`src/rtl/ftp_pkg.sv`:
```
// ----------------------------------------------------------------------------
// ftp_pkg
// Shared types and constants for the flagged transport header parser.
// ----------------------------------------------------------------------------
package ftp_pkg;

   localparam int RSP_DEPTH_DEFAULT = 4;

   // record kinds
   localparam logic [1:0] KIND_SUMMARY = 2'd0;
   localparam logic [1:0] KIND_OPTION  = 2'd1;
   localparam logic [1:0] KIND_OTHER   = 2'd2;

   typedef struct packed {
      logic [1:0]  record_kind;
      logic [31:0] header_word;
      logic [31:0] dest_flow;
      logic [31:0] source_flow;
      logic [31:0] sequence_value;
      logic [31:0] ack_value;
      logic [31:0] max_segment;
      logic [31:0] fragment_word;
      logic [31:0] option_word;
      logic [6:0]  present_mask;
      logic        last_of_run;
   } rsp_rec_type;

   // what one parsed byte produces: zero, one or two records
   typedef struct packed {
      logic [1:0]  count;
      rsp_rec_type rec0;
      rsp_rec_type rec1;
   } step_out_type;

endpackage

```
`src/rtl/flagged_transport_header_parser_unit.sv`:
```
// ----------------------------------------------------------------------------
// flagged_transport_header_parser_unit
// Byte-serial parser for a flagged transport header with option records.
// ----------------------------------------------------------------------------
// path: a byte waits in the item register; its records go to the queue
// throughput: one byte per cycle; a byte that yields two records pushes one
//   extra record, drained by the result queue; a held item stalls the
//   input while the queue has fewer than two free entries
// reset: synchronous, active high; parse state returns to idle, queue empties
module flagged_transport_header_parser_unit #(
   parameter int RSP_DEPTH = ftp_pkg::RSP_DEPTH_DEFAULT
) (
   input  logic        clock,
   input  logic        reset,
   input  logic        req_valid,
   output logic        req_ready,
   input  logic [7:0]  req_data_byte,
   input  logic        req_start_of_packet,
   input  logic        req_end_of_packet,
   input  logic [15:0] req_packet_length,
   output logic        rsp_valid,
   input  logic        rsp_ready,
   output logic [1:0]  rsp_record_kind,
   output logic [31:0] rsp_header_word,
   output logic [31:0] rsp_dest_flow,
   output logic [31:0] rsp_source_flow,
   output logic [31:0] rsp_sequence_value,
   output logic [31:0] rsp_ack_value,
   output logic [31:0] rsp_max_segment,
   output logic [31:0] rsp_fragment_word,
   output logic [31:0] rsp_option_word,
   output logic [6:0]  rsp_present_mask,
   output logic        rsp_last_of_run
);
   import ftp_pkg::*;

   logic        in_vld_ff, in_vld_in;
   logic [7:0]  in_byte_ff;
   logic        in_sop_ff;
   logic        in_eop_ff;
   logic [15:0] in_len_ff;
   logic        step;
   logic        room2;
   logic        not_empty;
   logic [$clog2(RSP_DEPTH+1)-1:0] level;
   step_out_type step_out;
   rsp_rec_type  head;

   // item register; drained whenever the queue has room for two records
   assign step      = in_vld_ff && room2;
   assign req_ready = !in_vld_ff || room2;
   assign in_vld_in = (req_valid && req_ready) ? 1'b1 : (step ? 1'b0 : in_vld_ff);

   always_ff @(posedge clock) begin
      if (reset) in_vld_ff <= 1'b0;
      else in_vld_ff <= in_vld_in;
   end

   always_ff @(posedge clock) begin
      if (req_valid && req_ready) begin
         in_byte_ff <= req_data_byte;
         in_sop_ff  <= req_start_of_packet;
         in_eop_ff  <= req_end_of_packet;
         in_len_ff  <= req_packet_length;
      end
   end

   ftp_parse_core u_core (
      .clock           (clock),
      .reset           (reset),
      .step_en         (step),
      .data_byte       (in_byte_ff),
      .start_of_packet (in_sop_ff),
      .end_of_packet   (in_eop_ff),
      .packet_length   (in_len_ff),
      .step_out        (step_out)
   );

   ftp_rsp_queue #(.DEPTH(RSP_DEPTH)) u_queue (
      .clock     (clock),
      .reset     (reset),
      .push      (step_out),
      .pop       (rsp_valid && rsp_ready),
      .head      (head),
      .not_empty (not_empty),
      .room2     (room2),
      .level     (level)
   );

   assign rsp_valid          = not_empty;
   assign rsp_record_kind    = head.record_kind;
   assign rsp_header_word    = head.header_word;
   assign rsp_dest_flow      = head.dest_flow;
   assign rsp_source_flow    = head.source_flow;
   assign rsp_sequence_value = head.sequence_value;
   assign rsp_ack_value      = head.ack_value;
   assign rsp_max_segment    = head.max_segment;
   assign rsp_fragment_word  = head.fragment_word;
   assign rsp_option_word    = head.option_word;
   assign rsp_present_mask   = head.present_mask;
   assign rsp_last_of_run    = head.last_of_run;

   a_level_bound: assert property (@(posedge clock) disable iff (reset)
      level <= ($clog2(RSP_DEPTH+1))'(RSP_DEPTH))
      else $error("result queue overfilled");

   a_pair_order: assert property (@(posedge clock) disable iff (reset)
      step_out.count == 2'd2 |->
         step_out.rec0.record_kind == KIND_OPTION && !step_out.rec0.last_of_run &&
         step_out.rec1.last_of_run)
      else $error("two-record item out of order");

   a_no_step_idle: assert property (@(posedge clock) disable iff (reset)
      !in_vld_ff |-> step_out.count == 2'd0)
      else $error("records produced without an item");

   a_empty_after_reset: assert property (@(posedge clock)
      $past(reset) |-> !rsp_valid)
      else $error("result offered right after reset");

endmodule

```
`src/rtl/ftp_parse_core.sv`:
```
// ----------------------------------------------------------------------------
// ftp_parse_core
// Per-packet parse state and the combinational step that advances it by one
// byte, producing up to two records.
// ----------------------------------------------------------------------------
module ftp_parse_core (
   input  logic                 clock,
   input  logic                 reset,
   input  logic                 step_en,
   input  logic [7:0]           data_byte,
   input  logic                 start_of_packet,
   input  logic                 end_of_packet,
   input  logic [15:0]          packet_length,
   output ftp_pkg::step_out_type step_out
);
   import ftp_pkg::*;

   localparam logic [3:0] PH_IDLE   = 4'd0;
   localparam logic [3:0] PH_HDR    = 4'd1;
   localparam logic [3:0] PH_FIXED  = 4'd2;
   localparam logic [3:0] PH_OPTNUM = 4'd3;
   localparam logic [3:0] PH_OPTLEN = 4'd4;
   localparam logic [3:0] PH_OPTVAL = 4'd5;
   localparam logic [3:0] PH_SKIP   = 4'd6;
   localparam logic [3:0] PH_FRAG   = 4'd7;
   localparam logic [3:0] PH_DONE   = 4'd8;
   localparam logic [3:0] PH_OTHER  = 4'd9;

   localparam logic [7:0] MAIN_VERSION = 8'd2;
   localparam int         FLAG_SYN     = 1;
   localparam int         FLAG_ACK     = 2;
   localparam int         FLAG_BCST    = 4;
   localparam logic [9:0] WORD_BYTES   = 10'd4;
   localparam logic [7:0] FRAG_BYTES   = 8'd4;
   localparam logic [7:0] VALUE_BYTES  = 8'd2;
   localparam logic [7:0] LEN_OVERHEAD = 8'd2;

   // option numbers
   localparam logic [7:0] OPT_END     = 8'd0;
   localparam logic [7:0] OPT_VAL_A   = 8'd1;
   localparam logic [7:0] OPT_VAL_B   = 8'd2;
   localparam logic [7:0] OPT_VAL_C   = 8'd3;
   localparam logic [7:0] OPT_EMPTY_A = 8'd4;
   localparam logic [7:0] OPT_EMPTY_B = 8'd5;
   localparam logic [7:0] OPT_VAL_D   = 8'd7;
   localparam logic [7:0] OPT_VAL_E   = 8'd8;
   localparam logic [7:0] OPT_VAL_F   = 8'd9;

   logic [3:0]  phase_ff, phase_in;
   logic [15:0] offset_ff, offset_in;
   logic [9:0]  hdr_bytes_ff, hdr_bytes_in;
   logic        body_ff, body_in;
   logic [31:0] hdr_fields_ff, hdr_fields_in;
   logic [31:0] words_ff [6];
   logic [31:0] words_in [6];
   logic [31:0] opt_ff, opt_in;
   logic [7:0]  skip_ff, skip_in;
   logic [5:0]  mask_ff, mask_in;
   logic [15:0] held_ff, held_in;

   logic        active;
   logic        opt_emit;
   logic        found;
   logic [16:0] nxt;
   logic [4:0]  need;
   logic [4:0]  pend;
   logic [7:0]  num;
   rsp_rec_type opt_rec;
   rsp_rec_type sum_rec;

   // phase after the fixed words or an option, given the next byte index
   function automatic logic [3:0] after_phase(input logic [16:0] nx,
                                              input logic [9:0]  hb,
                                              input logic        body);
      logic [9:0] lim;
      lim = hb;
      if (body && hb >= WORD_BYTES) lim = hb - WORD_BYTES;
      if (nx < {7'd0, lim}) return PH_OPTNUM;
      else if (body) return PH_FRAG;
      else return PH_DONE;
   endfunction

   always_comb begin
      phase_in      = phase_ff;
      offset_in     = offset_ff;
      hdr_bytes_in  = hdr_bytes_ff;
      body_in       = body_ff;
      hdr_fields_in = hdr_fields_ff;
      words_in      = words_ff;
      opt_in        = opt_ff;
      skip_in       = skip_ff;
      mask_in       = mask_ff;
      held_in       = held_ff;
      active        = 1'b0;
      opt_emit      = 1'b0;
      found         = 1'b0;
      need          = 5'd0;
      pend          = 5'd0;
      num           = 8'd0;
      nxt           = 17'd0;
      opt_rec       = '0;
      sum_rec       = '0;

      if (step_en) begin
         if (start_of_packet) begin
            phase_in      = PH_HDR;
            offset_in     = 16'd0;
            hdr_bytes_in  = 10'd0;
            body_in       = 1'b0;
            hdr_fields_in = 32'd0;
            words_in      = '{default: 32'd0};
            opt_in        = 32'd0;
            skip_in       = 8'd0;
            mask_in       = 6'd0;
            held_in       = packet_length;
            active        = 1'b1;
         end else if (phase_ff != PH_IDLE) begin
            active = 1'b1;
         end
      end

      if (active) begin
         nxt = {1'b0, offset_in} + 17'd1;
         unique case (phase_in)
            PH_HDR: begin
               if (offset_in == 16'd0) begin
                  hdr_fields_in = {data_byte, 24'd0};
                  if (data_byte != MAIN_VERSION) phase_in = PH_OTHER;
               end else if (offset_in == 16'd1) begin
                  hdr_fields_in[23:16] = data_byte;
                  hdr_bytes_in         = {data_byte, 2'b00};
                  body_in              = (held_in > {6'd0, hdr_bytes_in});
               end else if (offset_in == 16'd2) begin
                  hdr_fields_in[15:8] = data_byte;
               end else begin
                  hdr_fields_in[7:0] = data_byte;
                  phase_in = (hdr_bytes_in > WORD_BYTES) ? PH_FIXED : PH_DONE;
               end
            end
            PH_FIXED: begin
               // dest, source, seq, ack, mss in that order, as the flags ask
               need[0] = hdr_fields_in[8 + FLAG_ACK];
               need[3] = hdr_fields_in[8 + FLAG_ACK];
               need[1] = hdr_fields_in[8 + FLAG_SYN] | hdr_fields_in[8 + FLAG_BCST];
               need[4] = hdr_fields_in[8 + FLAG_SYN];
               need[2] = 1'b1;
               pend    = need & ~mask_in[4:0];
               for (int i = 0; i < 5; i++) begin
                  if (!found && pend[i]) begin
                     found       = 1'b1;
                     words_in[i] = {words_in[i][23:0], data_byte};
                     if (offset_in[1:0] == 2'd3) mask_in[i] = 1'b1;
                  end
               end
               if (!found) begin
                  phase_in = after_phase({1'b0, offset_in}, hdr_bytes_in, body_in);
                  skip_in  = FRAG_BYTES;
               end else if (offset_in[1:0] == 2'd3 &&
                            (need & ~mask_in[4:0]) == 5'd0) begin
                  phase_in = after_phase(nxt, hdr_bytes_in, body_in);
                  skip_in  = FRAG_BYTES;
               end
            end
            PH_OPTNUM: begin
               opt_in = {data_byte, 24'd0};
               if (data_byte == OPT_END) begin
                  opt_emit = 1'b1;
                  phase_in = after_phase(nxt, hdr_bytes_in, body_in);
                  skip_in  = FRAG_BYTES;
               end else begin
                  phase_in = PH_OPTLEN;
               end
            end
            PH_OPTLEN: begin
               num           = opt_in[31:24];
               opt_in[23:16] = data_byte;
               unique case (num) inside
                  OPT_VAL_A, OPT_VAL_B, OPT_VAL_C, OPT_VAL_D, OPT_VAL_E, OPT_VAL_F: begin
                     phase_in = PH_OPTVAL;
                     skip_in  = VALUE_BYTES;
                  end
                  OPT_EMPTY_A, OPT_EMPTY_B: begin
                     opt_emit = 1'b1;
                     phase_in = after_phase(nxt, hdr_bytes_in, body_in);
                     skip_in  = FRAG_BYTES;
                  end
                  default: begin
                     opt_emit = 1'b1;
                     if (data_byte > LEN_OVERHEAD) begin
                        phase_in = PH_SKIP;
                        skip_in  = data_byte - LEN_OVERHEAD;
                     end else begin
                        phase_in = after_phase(nxt, hdr_bytes_in, body_in);
                        skip_in  = FRAG_BYTES;
                     end
                  end
               endcase
            end
            PH_OPTVAL: begin
               opt_in[15:0] = {opt_in[7:0], data_byte};
               skip_in      = skip_in - 8'd1;
               if (skip_in == 8'd0) begin
                  opt_emit = 1'b1;
                  phase_in = after_phase(nxt, hdr_bytes_in, body_in);
                  skip_in  = FRAG_BYTES;
               end
            end
            PH_SKIP: begin
               skip_in = skip_in - 8'd1;
               if (skip_in == 8'd0) begin
                  phase_in = after_phase(nxt, hdr_bytes_in, body_in);
                  skip_in  = FRAG_BYTES;
               end
            end
            PH_FRAG: begin
               words_in[5] = {words_in[5][23:0], data_byte};
               skip_in     = skip_in - 8'd1;
               if (skip_in == 8'd0) begin
                  mask_in[5] = 1'b1;
                  phase_in   = PH_DONE;
               end
            end
            default: begin
            end
         endcase

         if (offset_in != 16'hFFFF) offset_in = offset_in + 16'd1;

         opt_rec.record_kind = KIND_OPTION;
         opt_rec.option_word = opt_in;
         opt_rec.last_of_run = !end_of_packet;

         if (end_of_packet) begin
            sum_rec.last_of_run = 1'b1;
            if (phase_in == PH_OTHER) begin
               sum_rec.record_kind = KIND_OTHER;
               sum_rec.header_word = {hdr_fields_in[31:24], 24'd0};
            end else begin
               sum_rec.record_kind    = KIND_SUMMARY;
               sum_rec.header_word    = hdr_fields_in;
               sum_rec.dest_flow      = mask_in[0] ? words_in[0] : 32'd0;
               sum_rec.source_flow    = mask_in[1] ? words_in[1] : 32'd0;
               sum_rec.sequence_value = mask_in[2] ? words_in[2] : 32'd0;
               sum_rec.ack_value      = mask_in[3] ? words_in[3] : 32'd0;
               sum_rec.max_segment    = mask_in[4] ? words_in[4] : 32'd0;
               sum_rec.fragment_word  = mask_in[5] ? words_in[5] : 32'd0;
               sum_rec.present_mask   = {phase_in != PH_DONE, mask_in};
            end
            // packet over: back to idle
            phase_in      = PH_IDLE;
            offset_in     = 16'd0;
            hdr_bytes_in  = 10'd0;
            body_in       = 1'b0;
            hdr_fields_in = 32'd0;
            words_in      = '{default: 32'd0};
            opt_in        = 32'd0;
            skip_in       = 8'd0;
            mask_in       = 6'd0;
            held_in       = 16'd0;
         end
      end
   end

   // option record goes first when a byte also ends the packet
   always_comb begin
      step_out = '0;
      if (opt_emit && active && end_of_packet) begin
         step_out.count = 2'd2;
         step_out.rec0  = opt_rec;
         step_out.rec1  = sum_rec;
      end else if (opt_emit) begin
         step_out.count = 2'd1;
         step_out.rec0  = opt_rec;
      end else if (active && end_of_packet) begin
         step_out.count = 2'd1;
         step_out.rec0  = sum_rec;
      end
   end

   always_ff @(posedge clock) begin
      if (reset) begin
         phase_ff      <= PH_IDLE;
         offset_ff     <= 16'd0;
         hdr_bytes_ff  <= 10'd0;
         body_ff       <= 1'b0;
         hdr_fields_ff <= 32'd0;
         words_ff      <= '{default: 32'd0};
         opt_ff        <= 32'd0;
         skip_ff       <= 8'd0;
         mask_ff       <= 6'd0;
         held_ff       <= 16'd0;
      end else begin
         phase_ff      <= phase_in;
         offset_ff     <= offset_in;
         hdr_bytes_ff  <= hdr_bytes_in;
         body_ff       <= body_in;
         hdr_fields_ff <= hdr_fields_in;
         words_ff      <= words_in;
         opt_ff        <= opt_in;
         skip_ff       <= skip_in;
         mask_ff       <= mask_in;
         held_ff       <= held_in;
      end
   end

endmodule

```
`src/rtl/ftp_rsp_queue.sv`:
```
// ----------------------------------------------------------------------------
// ftp_rsp_queue
// Result queue: takes up to two records a cycle, hands out one a cycle.
// ----------------------------------------------------------------------------
module ftp_rsp_queue #(
   parameter int DEPTH = ftp_pkg::RSP_DEPTH_DEFAULT
) (
   input  logic                  clock,
   input  logic                  reset,
   input  ftp_pkg::step_out_type push,
   input  logic                  pop,
   output ftp_pkg::rsp_rec_type  head,
   output logic                  not_empty,
   output logic                  room2,
   output logic [$clog2(DEPTH+1)-1:0] level
);
   import ftp_pkg::*;

   localparam int PW = $clog2(DEPTH);
   localparam int CW = $clog2(DEPTH + 1);

   rsp_rec_type       entry [DEPTH];
   logic [PW-1:0]     wr_ptr_ff, wr_ptr_in;
   logic [PW-1:0]     rd_ptr_ff, rd_ptr_in;
   logic [CW-1:0]     count_ff, count_in;
   logic [PW-1:0]     wr_ptr_2nd;

   function automatic logic [PW-1:0] bump(input logic [PW-1:0] p);
      return (p == PW'(DEPTH - 1)) ? '0 : p + 1'b1;
   endfunction

   always_comb begin
      wr_ptr_2nd = bump(wr_ptr_ff);
      wr_ptr_in  = wr_ptr_ff;
      if (push.count == 2'd1) wr_ptr_in = wr_ptr_2nd;
      else if (push.count == 2'd2) wr_ptr_in = bump(wr_ptr_2nd);
      rd_ptr_in = pop ? bump(rd_ptr_ff) : rd_ptr_ff;
      count_in  = count_ff + CW'(push.count) - CW'(pop);
   end

   always_ff @(posedge clock) begin
      if (push.count != 2'd0) entry[wr_ptr_ff] <= push.rec0;
      if (push.count == 2'd2) entry[wr_ptr_2nd] <= push.rec1;
   end

   always_ff @(posedge clock) begin
      if (reset) begin
         wr_ptr_ff <= '0;
         rd_ptr_ff <= '0;
         count_ff  <= '0;
      end else begin
         wr_ptr_ff <= wr_ptr_in;
         rd_ptr_ff <= rd_ptr_in;
         count_ff  <= count_in;
      end
   end

   assign head      = entry[rd_ptr_ff];
   assign not_empty = (count_ff != '0);
   assign room2     = (count_ff <= CW'(DEPTH - 2));
   assign level     = count_ff;

endmodule
```
`config.mk`:
```
export PLATFORM = sky130hd
export DESIGN_NAME = flagged_transport_header_parser_unit
export DESIGN_NICKNAME = d
export VERILOG_FILES = /design/src/rtl/ftp_pkg.sv /design/src/rtl/flagged_transport_header_parser_unit.sv /design/src/rtl/ftp_parse_core.sv /design/src/rtl/ftp_rsp_queue.sv
export SDC_FILE = /design/constraint.sdc
export NUM_CORES = 2
export LEC_CHECK = 0
export BUFFER_PORTS_ARGS = -buffer_cell sky130_fd_sc_hd__buf_2
export CORE_ASPECT_RATIO = 0.6
export CORE_MARGIN = 4
export CORE_UTILIZATION = 45
export DETAILED_ROUTE_END_ITERATION = 7
export SLEW_MARGIN = 30
export SYNTH_ARGS = -nofsm -noshare
export SYNTH_HDL_FRONTEND = slang
export SYNTH_SLANG_ARGS = --single-unit
```
`constraint.sdc`:
```
create_clock -name clock -period 21.7 [get_ports clock]
set_input_delay 4.34 -clock clock [delete_from_list [all_inputs] [get_ports clock]]
set_output_delay 4.34 -clock clock [all_outputs]
set_load 0.01 [all_outputs]
```
# Word level (Yosys, flattened, before mapping)
# Memory sizes are Yosys's and may differ from the RTL's. A register that Yosys moved wholly into a read port is not among the register bits.
# Cells that the tools add are included.
# totals
in_bits,30
elab_cells,308
ram_bits,1064
memories,1
register_bits,351
# classes
bitwise,5
mux,198
order_cmp,12
n_eq_ne,27
n_addsub,10
n_reduce_logical,32
# memory_table
name,depth,width,read_ports,rd_clocked_by_memory_dff,wr,line,source
u_queue.entry,4,266,1,1,2,ftp_rsp_queue.sv:22,rsp_rec_type entry [DEPTH];
# ops
op,n
192-bit two-way mux,5
32-bit two-way mux,22
268-bit two-way mux,2
226-bit two-way mux,2
10-bit two-way mux,30
267-bit two-way mux,1
266-bit two-way mux,1
16-bit two-way mux,10
160-bit two-way mux,1
8-bit two-way mux,16
17-bit by 10-bit less-than comparator with 1-bit output,6
4-bit two-way mux,25
1-bit two-way mux,60
8-bit case mux with 5 select lines,1
34-bit two-way mux,1
16-bit case mux with 2 select lines,1
8-bit case mux with 2 select lines,2
4-bit case mux with 7 select lines,1
"8-bit by 3-bit equality test with 1-bit output, second input constant",3
24-bit two-way mux,1
6-bit two-way mux,4
"16-bit by 1-bit adder with 17-bit output, second input constant",1
"16-bit by 1-bit adder with 16-bit output, second input constant",1
"16-bit by 1-bit equality test with 1-bit output, second input constant",1
other kinds (45),86

# Depth between registers and ports, before layout
# depth
word_depth,52
ltp_mapped,31
depth_no_buf,21

# Cells and area by module
# From an unflattened synthesis, not the netlist that was laid out.
# unflattened
hier_cells,5785
area_unflattened_um2,74430.1
# modules_own_cells
module,area_each_um2,seq_area_each_um2,n_inst,cells_each
ftp_rsp_queue,52047.4,32130.8,1,2630
ftp_parse_core,21533.2,6346.1,1,3122
flagged_transport_header_parser_unit,849.6,800.8,1,33

# Least setup slack after synthesis
# OpenSTA, ideal clock, no wires.
# synth_timing
path_type,register to register
from,reg in_sop_ff
to,mem u_queue.entry[1][0] in the netlist's numbering (enable)
setup_time_ns,0.583
slack_ns,12.461
path_stages_with_launch,23
n_path_buf,11
t_arrival_ns,8.656
synth_period_minus_slack_ns,9.239
path_cell_list,edfxtp_1 -> buf_2 -> nand3_1 -> buf_2 -> clkbuf_1 -> buf_2 -> buf_1 -> buf_1 -> clkbuf_1 -> nand2_1 -> ha_1 -> buf_1 -> xor2_1 -> nor3b_1 -> o211a_1 -> buf_2 -> a21o_1 -> buf_4 -> a21oi_1 -> o21ai_0 -> nand2_1 -> clkbuf_1 -> inv_1
# synth_lines
element,line,source
"start, declared",flagged_transport_header_parser_unit.sv:39,logic in_sop_ff;
"start signal, assigned",flagged_transport_header_parser_unit.sv:62,in_sop_ff <= req_start_of_packet;
"end, declared",ftp_rsp_queue.sv:22,

==> results.txt <==
status - completed
vias in the first global route - 44.91k
Die Width - 502.1 µm
crit start category - register
Wirelength per Cell - 25.97 µm
clock transition at the registers of the reported paths - 60 ps
GRT busiest layer - met1
number of flops mapped to enable cells by yosys - 958
final setup violation count - 0
post-route ant nets - 0
Post-synth ARST share - 0
CTS Hold Bufs - 0
I/O pin count - 298
Mapped Area - 0.06590 mm²
worst hold path class - reg2reg
Setup TNS - 0 ps
Core Util, Final - 0.5052
synthesized area per cell - 11.83 µm²
Area Overhead vs Synth - 11.15%
pre-CTS setup slack - 13420 ps
Switching Power - 1.646 mW
Die H - 304.4 µm
# nets final - 5678
Rel. slew slack - 0.3444
RSZ-0062 raised after global routing - false
CTS buffer count - 140
largest net degree at the start of global routing - 161
number of distinct library cells after synthesis - 91
#FFs+latches synth - 1417
Static Leak - 23.09 nW
endpoints failing hold - 0
cell count after placement - 7388
WP data arrival - 4540 ps
CP max FO - 46
GRT Total Usage - 0.2552
Initial DRC Count - 5552
Clock power frac - 0.391
Final Non-Filler Cells - 7654
die area - 0.1528 mm²
min Tclk post-route - 8877 ps
drt pass-1 iters - 6
via/cell ratio - 6.089
met3 Use GR - 0.04968
commonest non-fill, non-tap cell in the layout - edfxtp_1
first-pass GRT wire length - 297700 µm
dpl hpwl - 117400 µm
grt met2 use - 0.3721
Seq pwr share - 0.469
detailed-route DRC error count - 0
Worst Path Required - 17360 ps
Final Cell Area - 0.07325 mm²
pwr dens - 85.10 mW/mm²
Clock Skew - 24.36 ps
combinational power share - 0.140
Slew @ Worst Pin - 983.4 ps
Port Buffers - 297
Final Max Tran Viols - 0
sequential share of the synthesized area - 0.5759
Routability Congestion - 0.8971
commonest cells after routing, fill and taps aside - edfxtp_1, nand2_1, dfxtp_1
layout cell share with drive strength beyond 1 - 0.2317
core area - 0.1450 mm²
# rows - 108
worst skew pair latency - 780 ps
internal power - 4.588 mW
Gate Count Post-Synth - 5572
Peak VDD IR - 0.05988 mV
Max clock buf depth - 3
number of max-cap violations - 0
post-CTS setup buffers - 0
Setup CP Type - reg2out
prevailing post-synth register cell - edfxtp_1
WL final - 198800 µm
yosys warns - 0
Placed Area - 0.06865 mm²
initial antenna violation count - 8
met1 Use GR - 0.3899
PostCTS Resize Cnt - 0
final period utilization - 0.4091
starting density of the core - 0.4545
sw frac - 0.2641
CTS tree - done
CTS Sinks - 1417
fmax - 112.6 MHz
htree depth - 4
CP endpoint kind - output pin
Mapped Nets - 5642
clk root buf - clkbuf_16
Vias - 46.60k
Worst Slack Setup Final - 12820 ps
GR Overflow Total - 0
==> critical path, stage by stage (launching register included) <==
cell,delay [ps]
dfxtp_4,740
buf_6,650
buf_4,770
buf_4,740
mux4_2,600
buf_2,160
==> cell usage after synthesis (all sizes together), types with 24 or more instances <==
library cell / instances / area, µm²
clkbuf: 373 / 1401
nor3: 523 / 4459
nand2: 736 / 2763
o21ai: 162 / 810.8
a21o: 70 / 525.5
and3: 412 / 2577
nor2: 446 / 1679
a22oi: 195 / 1464
edfxtp: 958 / 28770
a31oi: 27 / 168.9
a32oi: 24 / 210.2
dfxtp: 459 / 9189
nand3: 135 / 680.7
inv: 39 / 146.4
buf: 148 / 955.9
ha: 39 / 488.0
a22o: 33 / 289.0
a21oi: 307 / 1548
mux4: 266 / 5991
==> state kept, by name, indices dropped and copies added, names as in the netlist, 8 cells and up, named ones only <==
name and flops:
in_byte_ff 8, u_core.opt_ff 32, u_core.held_ff 16, u_core.hdr_fields_ff 32, in_len_ff 16, u_core.offset_ff 16
u_core.hdr_bytes_ff 10, u_core.words_ff 192, u_queue.entry 1064, u_core.skip_ff 8
==> final cells by class <==
| cell class | instances | area (µm²) |
|---|---|---|
| multi-input cells | 3595 | 25670 |
| clock inverters | 63 | 529.3 |
| well taps | 1925 | 2409 |
| fillers | 12620 | 71740 |
| clock buffers | 195 | 3959 |
| repair buffers | 415 | 2539 |
| inverters | 39 | 176.4 |
| diodes | 5 | 12.51 |
| flip-flops and latches | 1417 | 37960 |
==> final timing paths <==
check	start	to	slack, ps	cells past startpoint
setup / recovery	register	rsp_ack_value[19]	12820	5
hold / removal	u_queue.entry[2][31]	u_queue.entry[2][31]	450	2
setup reg to reg	in_sop_ff	u_queue.entry[0][80]	13470	22
hold reg to reg	u_queue.entry[2][31]	u_queue.entry[2][31]	450	2
==> logic make-up after synthesis <==
| family | count (synthesis) | synth area share |
|---|---|---|
| simple gates | 2351 | 0.1951 |
| flops | 1417 | 0.5759 |
| compound gates | 897 | 0.08671 |
| buf+inv | 560 | 0.03799 |
| mux | 274 | 0.09215 |
| fa+ha+maj | 40 | 0.007708 |
| xor+xnor | 33 | 0.004386 |
==> routing by layer <==
layer | vias to the layer above | routed length [µm]
li1 | 20760 | -
met1 | 23820 | 91440
met2 | 1817 | 87910
met3 | 205 | 15600
met4 | 4 | 3795
met5 | - | 23
==> power by group through the flow <==
| stage | Combinational [mW] | Sequential (mW) | Clock [mW] |
|---|---|---|---|
| final | 0.876 | 2.92 | 2.44 |
| after global routing | 0.932 | 2.92 | 2.59 |
| after CTS | 0.891 | 2.92 | 2.48 |
| after detailed placement | 0.889 | 2.98 | 0 |
| after global placement | 0.882 | 2.98 | 0 |
| after floorplan | 0.566 | 2.96 | 0 |
==> per-stage QoR <==
stage	power (mW)	hold WS, ps
floorplan	3.530	419.8
global placement	3.862	429.8
detailed placement	3.871	440.0
CTS	6.290	454.2
global route	6.449	475.0
finish	6.234	448.0
(Power assumes the default switching activity.)
